==> src/hw/rtl/u16550_pkg.sv <==
// Shared types and constants for the 16550 UART register block.
`default_nettype none

package u16550_pkg;

  typedef enum logic [1:0] {
    OP_READ  = 2'd0,
    OP_WRITE = 2'd1,
    OP_RX    = 2'd2,
    OP_NONE  = 2'd3
  } op_e;

  // Register offsets within the eight-byte window
  localparam logic [2:0] REG_RBR_THR = 3'd0;  // DLL when DLAB set
  localparam logic [2:0] REG_IER     = 3'd1;  // DLM when DLAB set
  localparam logic [2:0] REG_IIR_FCR = 3'd2;
  localparam logic [2:0] REG_LCR     = 3'd3;
  localparam logic [2:0] REG_MCR     = 3'd4;
  localparam logic [2:0] REG_LSR     = 3'd5;
  localparam logic [2:0] REG_MSR     = 3'd6;
  localparam logic [2:0] REG_SCR     = 3'd7;

  localparam int unsigned LCR_DLAB = 7;
  localparam int unsigned MCR_OUT2 = 3;
  localparam int unsigned IER_RX   = 0;
  localparam int unsigned IER_TX   = 1;

  localparam logic [7:0] IIR_RX_DATA  = 8'h04;
  localparam logic [7:0] IIR_TX_EMPTY = 8'h02;
  localparam logic [7:0] IIR_NONE     = 8'h01;
  localparam logic [7:0] LSR_BASE     = 8'h60;
  localparam logic [7:0] MSR_FIXED    = 8'hb0;

  localparam int unsigned IN_DATA_W  = 16;
  localparam int unsigned IN_USER_W  = 2;
  localparam int unsigned OUT_DATA_W = 24;

  typedef struct packed {
    op_e        op;
    logic [2:0] reg_offset;
    logic [7:0] wdata;
  } item_t;

  typedef struct packed {
    logic [7:0] rdata;
    logic       tx_valid;
    logic [7:0] tx_byte;
    logic       rx_accepted;
    logic       irq;
    logic       irq_changed;
  } result_t;

endpackage

`default_nettype wire

==> src/hw/rtl/u16550_regs.sv <==
// UART register file: state registers plus access decode for one item.
`default_nettype none

module u16550_regs
  import u16550_pkg::*;
(
  input  wire logic  clk_i,
  input  wire logic  rst_ni,
  input  wire logic  fire_i,
  input  wire item_t item_i,
  output result_t    res_o
);

  logic [7:0] ier_q, ier_d;
  logic [7:0] lcr_q, lcr_d;
  logic [7:0] mcr_q, mcr_d;
  logic [7:0] scr_q, scr_d;
  logic [7:0] dll_q, dll_d;
  logic [7:0] dlm_q, dlm_d;
  logic [7:0] rbr_q, rbr_d;
  logic       rx_full_q, rx_full_d;
  logic       txe_q, txe_d;
  logic       irq_q, irq_d;
  logic       dlab;
  logic       rx_src;
  logic       tx_src;

  always_comb begin
    ier_d     = ier_q;
    lcr_d     = lcr_q;
    mcr_d     = mcr_q;
    scr_d     = scr_q;
    dll_d     = dll_q;
    dlm_d     = dlm_q;
    rbr_d     = rbr_q;
    rx_full_d = rx_full_q;
    txe_d     = txe_q;
    res_o     = '0;
    dlab      = lcr_q[LCR_DLAB];
    rx_src    = ier_q[IER_RX] & rx_full_q;
    tx_src    = ier_q[IER_TX] & txe_q;

    unique case (item_i.op)
      OP_READ: begin
        unique case (item_i.reg_offset)
          REG_RBR_THR: begin
            if (dlab) begin
              res_o.rdata = dll_q;
            end else begin
              res_o.rdata = rx_full_q ? rbr_q : 8'h00;
              rx_full_d   = 1'b0;
            end
          end
          REG_IER:     res_o.rdata = dlab ? dlm_q : ier_q;
          REG_IIR_FCR: begin
            // Receive source outranks transmit; reading the TX code acks it
            if (rx_src) begin
              res_o.rdata = IIR_RX_DATA;
            end else if (tx_src) begin
              res_o.rdata = IIR_TX_EMPTY;
              txe_d       = 1'b0;
            end else begin
              res_o.rdata = IIR_NONE;
            end
          end
          REG_LCR:     res_o.rdata = lcr_q;
          REG_MCR:     res_o.rdata = mcr_q;
          REG_LSR:     res_o.rdata = LSR_BASE | {7'd0, rx_full_q};
          REG_MSR:     res_o.rdata = MSR_FIXED;
          REG_SCR:     res_o.rdata = scr_q;
          default:     res_o.rdata = 8'h00;
        endcase
      end
      OP_WRITE: begin
        unique case (item_i.reg_offset)
          REG_RBR_THR: begin
            if (dlab) begin
              dll_d = item_i.wdata;
            end else begin
              res_o.tx_valid = 1'b1;
              res_o.tx_byte  = item_i.wdata;
              txe_d          = 1'b1;
            end
          end
          REG_IER: begin
            if (dlab) begin
              dlm_d = item_i.wdata;
            end else begin
              // Enabling THRE raises the pending flag right away
              if (!ier_q[IER_TX] && item_i.wdata[IER_TX]) begin
                txe_d = 1'b1;
              end
              ier_d = item_i.wdata;
            end
          end
          REG_LCR: lcr_d = item_i.wdata;
          REG_MCR: mcr_d = item_i.wdata;
          REG_SCR: scr_d = item_i.wdata;
          default: ;  // FCR, LSR, MSR writes dropped
        endcase
      end
      OP_RX: begin
        if (!rx_full_q) begin
          rbr_d             = item_i.wdata;
          rx_full_d         = 1'b1;
          res_o.rx_accepted = 1'b1;
        end
      end
      default: ;
    endcase

    irq_d = mcr_d[MCR_OUT2] &
            ((ier_d[IER_RX] & rx_full_d) | (ier_d[IER_TX] & txe_d));
    res_o.irq         = irq_d;
    res_o.irq_changed = irq_d ^ irq_q;
  end

  always_ff @(posedge clk_i or negedge rst_ni) begin
    if (!rst_ni) begin
      ier_q     <= '0;
      lcr_q     <= '0;
      mcr_q     <= '0;
      scr_q     <= '0;
      dll_q     <= '0;
      dlm_q     <= '0;
      rbr_q     <= '0;
      rx_full_q <= 1'b0;
      txe_q     <= 1'b0;
      irq_q     <= 1'b0;
    end else if (fire_i) begin
      ier_q     <= ier_d;
      lcr_q     <= lcr_d;
      mcr_q     <= mcr_d;
      scr_q     <= scr_d;
      dll_q     <= dll_d;
      dlm_q     <= dlm_d;
      rbr_q     <= rbr_d;
      rx_full_q <= rx_full_d;
      txe_q     <= txe_d;
      irq_q     <= irq_d;
    end
  end

endmodule

`default_nettype wire

==> config.mk <==
export PLATFORM = sky130hd
export DESIGN_NAME = u16550_regs
export DESIGN_NICKNAME = d
export VERILOG_FILES = /design/src/hw/rtl/u16550_pkg.sv /design/src/hw/rtl/u16550_regs.sv
export SDC_FILE = /design/constraint.sdc
export NUM_CORES = 1
export LEC_CHECK = 0
export ABC_AREA = 0
export CAP_MARGIN = 20
export CORE_ASPECT_RATIO = 1.4
export CORE_MARGIN = 4
export CORE_UTILIZATION = 65
export DETAILED_ROUTE_END_ITERATION = 16
export DONT_BUFFER_PORTS = 1
export GPL_ROUTABILITY_DRIVEN = 0
export PLACE_DENSITY = 0.81
export SLEW_MARGIN = 20
export SYNTH_ARGS = -nofsm -noshare
export SYNTH_HDL_FRONTEND = slang
export SYNTH_SLANG_ARGS = --single-unit
==> constraint.sdc <==
create_clock -name clk_i -period 2.6 [get_ports clk_i]
set_clock_uncertainty 0.05 [all_clocks]
set_input_delay 0.26 -clock clk_i [delete_from_list [all_inputs] [get_ports clk_i]]
set_output_delay 0.26 -clock clk_i [all_outputs]
set_load 0.02 [all_outputs]
# --- Word level (Yosys, flattened, before mapping) ---
# Index checks and enable logic that the tools add are counted.
# Widths: inputs -> output; s select.
word_totals:
  regBits: 59
  output_inout_bits: 20
  word_cells: 69
classes:
  n_eq_ne: 9
  n_mux: 28
  bitwise: 9
  n_reduce_logical: 11
ops:
  columns: ["operator", "count"]
  rows:
  - ["$pmux 8 s8", 1]
  - ["$mux 8", 5]
  - ["$mux 9", 3]
  - ["$eq 3x3->1 const B", 4]
  - ["$reduce_and 3->1", 4]
  - ["$reduce_and 4->1", 3]
  - ["$mux 1", 10]
  - ["$mux 2", 4]
  - ["$mux 4", 2]
  - ["$eq 3x2->1 const B", 2]
  - ["$pmux 1 s2", 3]
  - ["$and 1x1->1", 5]
  - ["$eq 3x1->1 const B", 1]
  - ["$logic_not 3->1", 1]
  - ["$eq 2x1->1 const B", 1]
  - ["$eq 2x2->1 const B", 1]
  - ["$logic_not 2->1", 1]
  - ["$not 1->1", 2]
  - ["$logic_and 1x1->1", 1]
  - ["$logic_not 1->1", 1]
  - ["$or 1x1->1", 1]
  - ["$xor 1x1->1", 1]

# --- Logic depth before layout (Yosys ltp) ---
# Gate-level depths: netlist (run 1).
logic_depth:
  depth_word: 10
  mapped_depth: 7

# --- Worst setup path before layout (run 1) ---
# Ideal clock, no wire load.
synth_path:
  path_kind: "register to output"
  start: "reg lcr_q[7]"
  end: "out res_o[16] in the netlist's numbering"
  arrival_ns: 1.749
  setup_slack_ns: 0.541
  stages_incl_launch_ff: 7
  n_path_buf: 2
  cell_sequence: "dfrtp_1 > buf_4 > nor2b_1 > clkbuf_1 > a221oi_1 > a211o_1 > a221oi_1"
synth_lines:
  columns: ["element", "line", "source"]
  rows:
  - ["from (decl)", "u16550_regs.sv:15", "logic [7:0] lcr_q, lcr_d;"]
  - ["from (signal assigned)", "u16550_regs.sv:132", "lcr_q <= lcr_d;"]
  - ["to (decl)", "u16550_regs.sv:11", "output result_t res_o"]

==> results_dict.tcl, run 1 <==
set metrics [dict create \
    status "finished, final reports clean" \
    synth-xor-area-share_pct 0.286 \
    overflow 0 \
    grt_busiest_layer "met2" \
    start_util_pct 67.5 \
    fp-row-count 29 \
    synth_mux_area_share_pct 24.0 \
    synth_cell_type_count 48 \
    ys_seq_area_share_pct 48.2 \
    antennaDiodeCount 0 \
    globalRouteMet1Util_pct 35.8 \
    die_area_mm2 0.00589 \
    core_mm2 0.00454 \
    clkLatencyLatePin_ps 340 \
    firstDrtPassIters 5 \
    syn_area_mm2 0.00306 \
    synthAdderAreaFrac_pct 0 \
    post-route-period-util_pct 94.0 \
    grt_pass1_wl_um 12000 \
    io_buffers 0 \
    routedWlPerCell_um 22.1 \
    cts_buffers 9 \
    p_per_area_mw_per_mm2 706 \
    drc 0 \
    grt_use_met2_pct 46.2 \
    fill_cells 325 \
    detail-route-antenna-nets 0 \
    met3_usage_pct 5.79 \
    async_flop_share_pct 100 \
    crit_required_ps 2290 \
    layout-drive-gt1-share_pct 33.8 \
    hpwl_um 4930 \
    synth_top_area_share_pct 48.2 \
    worstSetupEndpointType "primary output" \
    synth_common_cells "59 x dfrtp_1, 57 x mux2_2, 12 x a21oi_1, 11 x o21ai_0" \
    synth_seq_cells 59 \
    cts_tree "built" \
    cp.arrival_ps 2140 \
    hp-class "in -> reg" \
    synthSimpleGateAreaFrac_pct 11.7 \
    grt_max_degree 60 \
    avgViaCountPerCell 6.59 \
    nNetsFinal 289 \
    rsz0062_at_grt "false" \
    fin_tns_setup_ps 0 \
    die_width_um 66.0 \
    multi_input_area_mm2 0.00149 \
    fin_util_pct 74.5 \
    timing.fmax_mhz 409 \
    yosysTopAreaCell "dfrtp_1" \
    synth_area_per_cell_um2 11.7 \
    syn_nets 277 \
    tightest_slew_ps 592 \
    root_buffer "clkbuf_8" \
    clk_pin_slew_worst_paths_ps 70 \
    synth_warnings 0 \
    clockBufferDepth 2 \
    setup_violations 0 \
    syn2layout_area_growth_pct 10.5 \
    crit_fanout 6 \
    drv_slew 0 \
    postSynthCellCount 261 \
    min_period_ps 2450 \
    drt_wl_total_um 7530 \
    finalHoldViolCount 0 \
    grt_pass1_vias 2280 \
    leakage_nw 1.53 \
    ir_worst_vdd_mv 0.538 \
    drv_cap 0 \
    drtIter0Drc 247 \
    synth_edf_count 0 \
    top_level_ports 36 \
    slew_headroom_pct 60.4 \
    htree_levels 3 \
    synth_area_leaders "dfrtp_1 48%, mux2_2 21%, mux2i_1 2.3%" \
    synth_top_family_by_area "multiplexers" \
    vias 2239 \
    die_h_um 89.2 \
    cp-start-kind "register" \
    clock_sinks 59 \
    regArea_mm2 0.00148 \
    synth_compound_area_share_pct 12.6 \
    synth-main-ff-cell "dfrtp_1" \
    crit_type "reg -> out" \
    grt_usage_pct 28.4 \
    antenna_found_initial 0 \
    synthMostInstantiatedCell "dfrtp_1" \
]
[metal layers]
metal	wire, um	share of wire [%]	vias up
met3	538	7.1	22
met4	219	2.9	0
met2	3690	49	112
met5	0	0	-
li1	-	-	983
met1	3080	41	1122
[where the power goes]
part | leakage, nW | switching [mW] | internal (mW)
combinational | 0.681 | 0.217 | 0.243
sequential | 0.762 | 0.101 | 1.09
clock | 0.0905 | 0.340 | 0.396
[final timing paths]
check                                       from              endpoint  cells past startpoint  slack [ps]
setup / recovery            lcr_q[7]$_DFFE_PN0P_              res_o[0]                      6         150
hold / removal                         item_i[3]  mcr_q[3]$_DFFE_PN0P_                      1          10
setup reg to reg           rx_full_q$_DFFE_PN0P_     irq_q$_DFFE_PN0P_                      5         680
hold reg to reg             scr_q[1]$_DFFE_PN0P_  scr_q[1]$_DFFE_PN0P_                      1         440
max in group asynchronous                 rst_ni     irq_q$_DFFE_PN0P_                      2        1830
min in group asynchronous                 rst_ni  mcr_q[3]$_DFFE_PN0P_                      2         400
[per-stage QoR]
step	hold WS (ps)	std cells	area, um2	setup slack [ps]	total power [mW]
6_report	12.7	340	3380	155	2.39
5_1_grt	5.31	340	3380	21.3	2.50
4_1_cts	0.698	339	3370	54.4	2.40
3_5_place_dp	-84.0	319	3140	427	1.63
3_3_place_gp	-84.1	319	3140	476	1.61
2_1_floorplan	-85.6	261	3060	541	1.54
[flip-flops by register name, summed over array words and instances (netlist names)]
name / flops
lcr_q: 8
txe_q: 1
scr_q: 8
rx_full_q: 1
ier_q: 8
mcr_q: 8
irq_q: 1
dll_q: 8
rbr_q: 8
dlm_q: 8
[final cells by class]
class                   instances  share of cell area (%)
multi-input cells             182                    44.0
repair buffers                 15                    4.22
well taps                      62                    2.29
clock buffers                  14                    4.81
inverters                       6                   0.666
flip-flops and latches         59                    43.7
clock inverters                 2                   0.296
[worst max-delay path: stages, from the launching register on]
cell     delay (ps)
dfrtp_1         400
nor2_1          300
and4b_1         290
o32ai_2         100
a31oi_2         340
xor2_1          190
buf_4           160
[cells in the final DEF (no fill, tap or decap), drive strengths merged, types with 3 or more instances in the layout]
| cell | netlist | final |
|---|---|---|
| a21oi | 12 | 12 |
| a221oi | 4 | 4 |
| a22oi | 5 | 5 |
| a31oi | 3 | 3 |
| and2 | 10 | 10 |
| and3 | 6 | 6 |
| buf | 10 | 11 |
| clkbuf | 4 | 14 |
| clkinv | 1 | 3 |
| dfrtp | 59 | 59 |
| dlygate4sd3 | 0 | 4 |
| inv | 5 | 5 |
| mux2 | 59 | 59 |
| mux2i | 7 | 7 |
| nand2 | 11 | 11 |
| nand3 | 6 | 6 |
| nor2 | 12 | 12 |
| nor2b | 3 | 3 |
| nor3 | 3 | 3 |
| o21ai | 11 | 11 |
| o221ai | 3 | 3 |
[kinds of logic (layout without fill, tap and decap cells)]
logic type	after synthesis	count (layout)
muxes	66	66
buffers and inverters	20	37
xor gates and xnor gates	1	1
and+or+nand+nor	60	60
AOI/OAI and AO/OA	55	55
DFF	59	59
[what timing repair did]
action	4_1_cts	5_1_grt
hold buffers	4	1
setup buffers	0	0
resized for setup	0	1
endpoints found under the setup margin	0	1
endpoints found under the hold margin	61	1
Power figures use the tool's default switching activity.
==> run 2: changes to the inputs <==
Settings changed: CAP_MARGIN 20 to default, CTS_BUF_LIST from default to sky130_fd_sc_hd__clkbuf_4 sky130_fd_sc_hd__clkbuf_8.
==> run 2 against run 1 <==
Routed wire length grew 0.33%. Die area is the same. Fmax about the same. Global-route usage about the same. Sequential share of layout area fell by 0.14 points. Critical path depth is the same. Combinational power hardly changed. Total power up 1.3%. Hold slack better by 3.1 ps. Via count grew 0.80%. Non-clock buffer count unchanged. Clock-buffer cell count did not move. Highest routed layer unchanged.
==> results_dict.tcl, run 2 (synthesis results as in run 1) <==
set metrics [dict create \
    met3_length_um 548 \
    syn2layout_area_growth_pct 10.8 \
    p_per_area_mw_per_mm2 713 \
    grt_usage_pct 28.4 \
    rsz0062_at_grt "false" \
    wl_met2_um 3730 \
    detail-route-antenna-nets 0 \
    start_util_pct 67.5 \
    crit_path_top_delay_cell "dfrtp_1" \
    slowest_delay_ps 460 \
    placedInstanceArea_mm2 0.00314 \
    io_buffers 0 \
    startpoint "rx_full_q$_DFFE_PN0P_" \
    overflow 0 \
    cp_cell_sequence "a21boi_1 -> a41oi_1 -> o32ai_2 -> a31oi_2 -> xor2_1 -> buf_4" \
    grt_pass1_wl_um 12000 \
    routedWlPerCell_um 22.2 \
    top_level_ports 36 \
    tightest_slew_ps 600 \
    finalHoldViolCount 0 \
    post-cts-setup-buffers 0 \
    clkLatencyLatePin_ps 340 \
    cts_tree "built" \
    status "finished, final reports clean" \
    critical-path-top-delay-family "compound AO/OA/AOI/OAI gates" \
    totalPowerFinal_mw 2.42 \
    antennaDiodeCount 0 \
    reg2reg_to "irq_q$_DFFE_PN0P_" \
    drv_cap 0 \
    cts_buffers 9 \
    slew_headroom_pct 59.9 \
    clock_sinks 59 \
    cp-start-kind "register" \
    fin_tns_setup_ps 0 \
    crit_fanout 9 \
    die_h_um 89.2 \
    die_width_um 66.0 \
    final_area_mm2 0.00339 \
    clockBufferDepth 2 \
    layout_commonest_cell "dfrtp_1" \
    postLayoutSetupSlackWorst_ps 157 \
    leakage_nw 1.54 \
    mostFrequentLayoutCells "59 x dfrtp_1, 57 x mux2_2, 12 x a21oi_1, 11 x o21ai_0, 11 x clkbuf_8" \
    grt_pass1_vias 2293 \
    htree_levels 3 \
    drc 0 \
    setup_violations 0 \
    worstSetupEndpointType "primary output" \
    hp-class "in -> reg" \
    ff2ff_setup_slack_ps 690 \
    drv_slew 0 \
    crit_type "reg -> out" \
    post-route-period-util_pct 94.0 \
    dr.max_layer_used "met4" \
    root_buffer "clkbuf_8" \
    nNetsFinal 289 \
    clk_pin_slew_worst_paths_ps 70 \
    drt_wl_total_um 7550 \
    critPathBufInv 1 \
    fp-row-count 29 \
    critical_path.endpoint "res_o[0]" \
    core_mm2 0.00454 \
    vias 2257 \
    min_period_ps 2440 \
    crit_cells 6 \
    avgViaCountPerCell 6.64 \
    timing.fmax_mhz 409 \
    worst-r2r-cell-count 5 \
    hpwl_um 4930 \
    layout-drive-gt1-share_pct 34.9 \
    firstDrtPassIters 4 \
    cp.arrival_ps 2130 \
    grt_max_degree 60 \
    crit_required_ps 2290 \
    drtIter0Drc 234 \
    rr_startpoint "rx_full_q$_DFFE_PN0P_" \
    ir_worst_vdd_mv 0.539 \
    antenna_found_initial 0 \
    wl_met1_um 3020 \
    pre_cts_ws_ps 427 \
    die_area_mm2 0.00589 \
]
## run 2: worst min path at each step
stage / start / end / slack, ps / cells past startpoint
final: item_i[3] / mcr_q[3]$_DFFE_PN0P_ / 20 / 1
after global routing: item_i[1] / lcr_q[1]$_DFFE_PN0P_ / 6 / 1
after CTS: item_i[1] / lcr_q[1]$_DFFE_PN0P_ / 0.7 / 1
after detailed placement: rst_ni / mcr_q[3]$_DFFE_PN0P_ / -80 / 0
after global placement: rst_ni / mcr_q[3]$_DFFE_PN0P_ / -80 / 0
after floorplan: rst_ni / dll_q[0]$_DFFE_PN0P_ / -90 / 0
## run 2: stage by stage
step	hold WS, ps	instances	utilization (%)
floorplan	-85.6	261	-
global placement	-84.1	319	69.2
detailed placement	-84.0	319	69.2
CTS	0.698	339	74.6
global route	6.24	340	74.8
finish	15.7	340	74.8
## run 2: power breakdown
part | switching, mW | total, mW | internal (mW) | leakage [nW]
registers | 0.103 | 1.19 | 1.09 | 0.762
clock network | 0.338 | 0.765 | 0.427 | 0.101
logic | 0.217 | 0.460 | 0.243 | 0.681
total | 0.658 | 2.42 | 1.76 | 1.54
## run 2: metal layers
layer,global-route usage (%),up-vias
met5,0,-
met4,14.8,0
met3,5.79,21
met2,46.5,101
met1,35.6,1143
li1,-,992
## run 2: area by class of cell
| type | count | area [um2] |
|---|---|---|
| Clock buffer | 14 | 174 |
| Clock inverter | 2 | 10.0 |
| Fill cell | 328 | 1140 |
| Inverter | 6 | 22.5 |
| Multi-Input combinational cell | 182 | 1490 |
| Sequential cell | 59 | 1480 |
| Tap cell | 62 | 77.6 |
| Timing Repair Buffer | 15 | 143 |
## run 2: timing repair
item                       4_1_cts  5_1_grt
setup endpoints to repair        0        1
hold buffers                     4        1
hold endpoints to repair        61        1
gates resized for setup          0        1
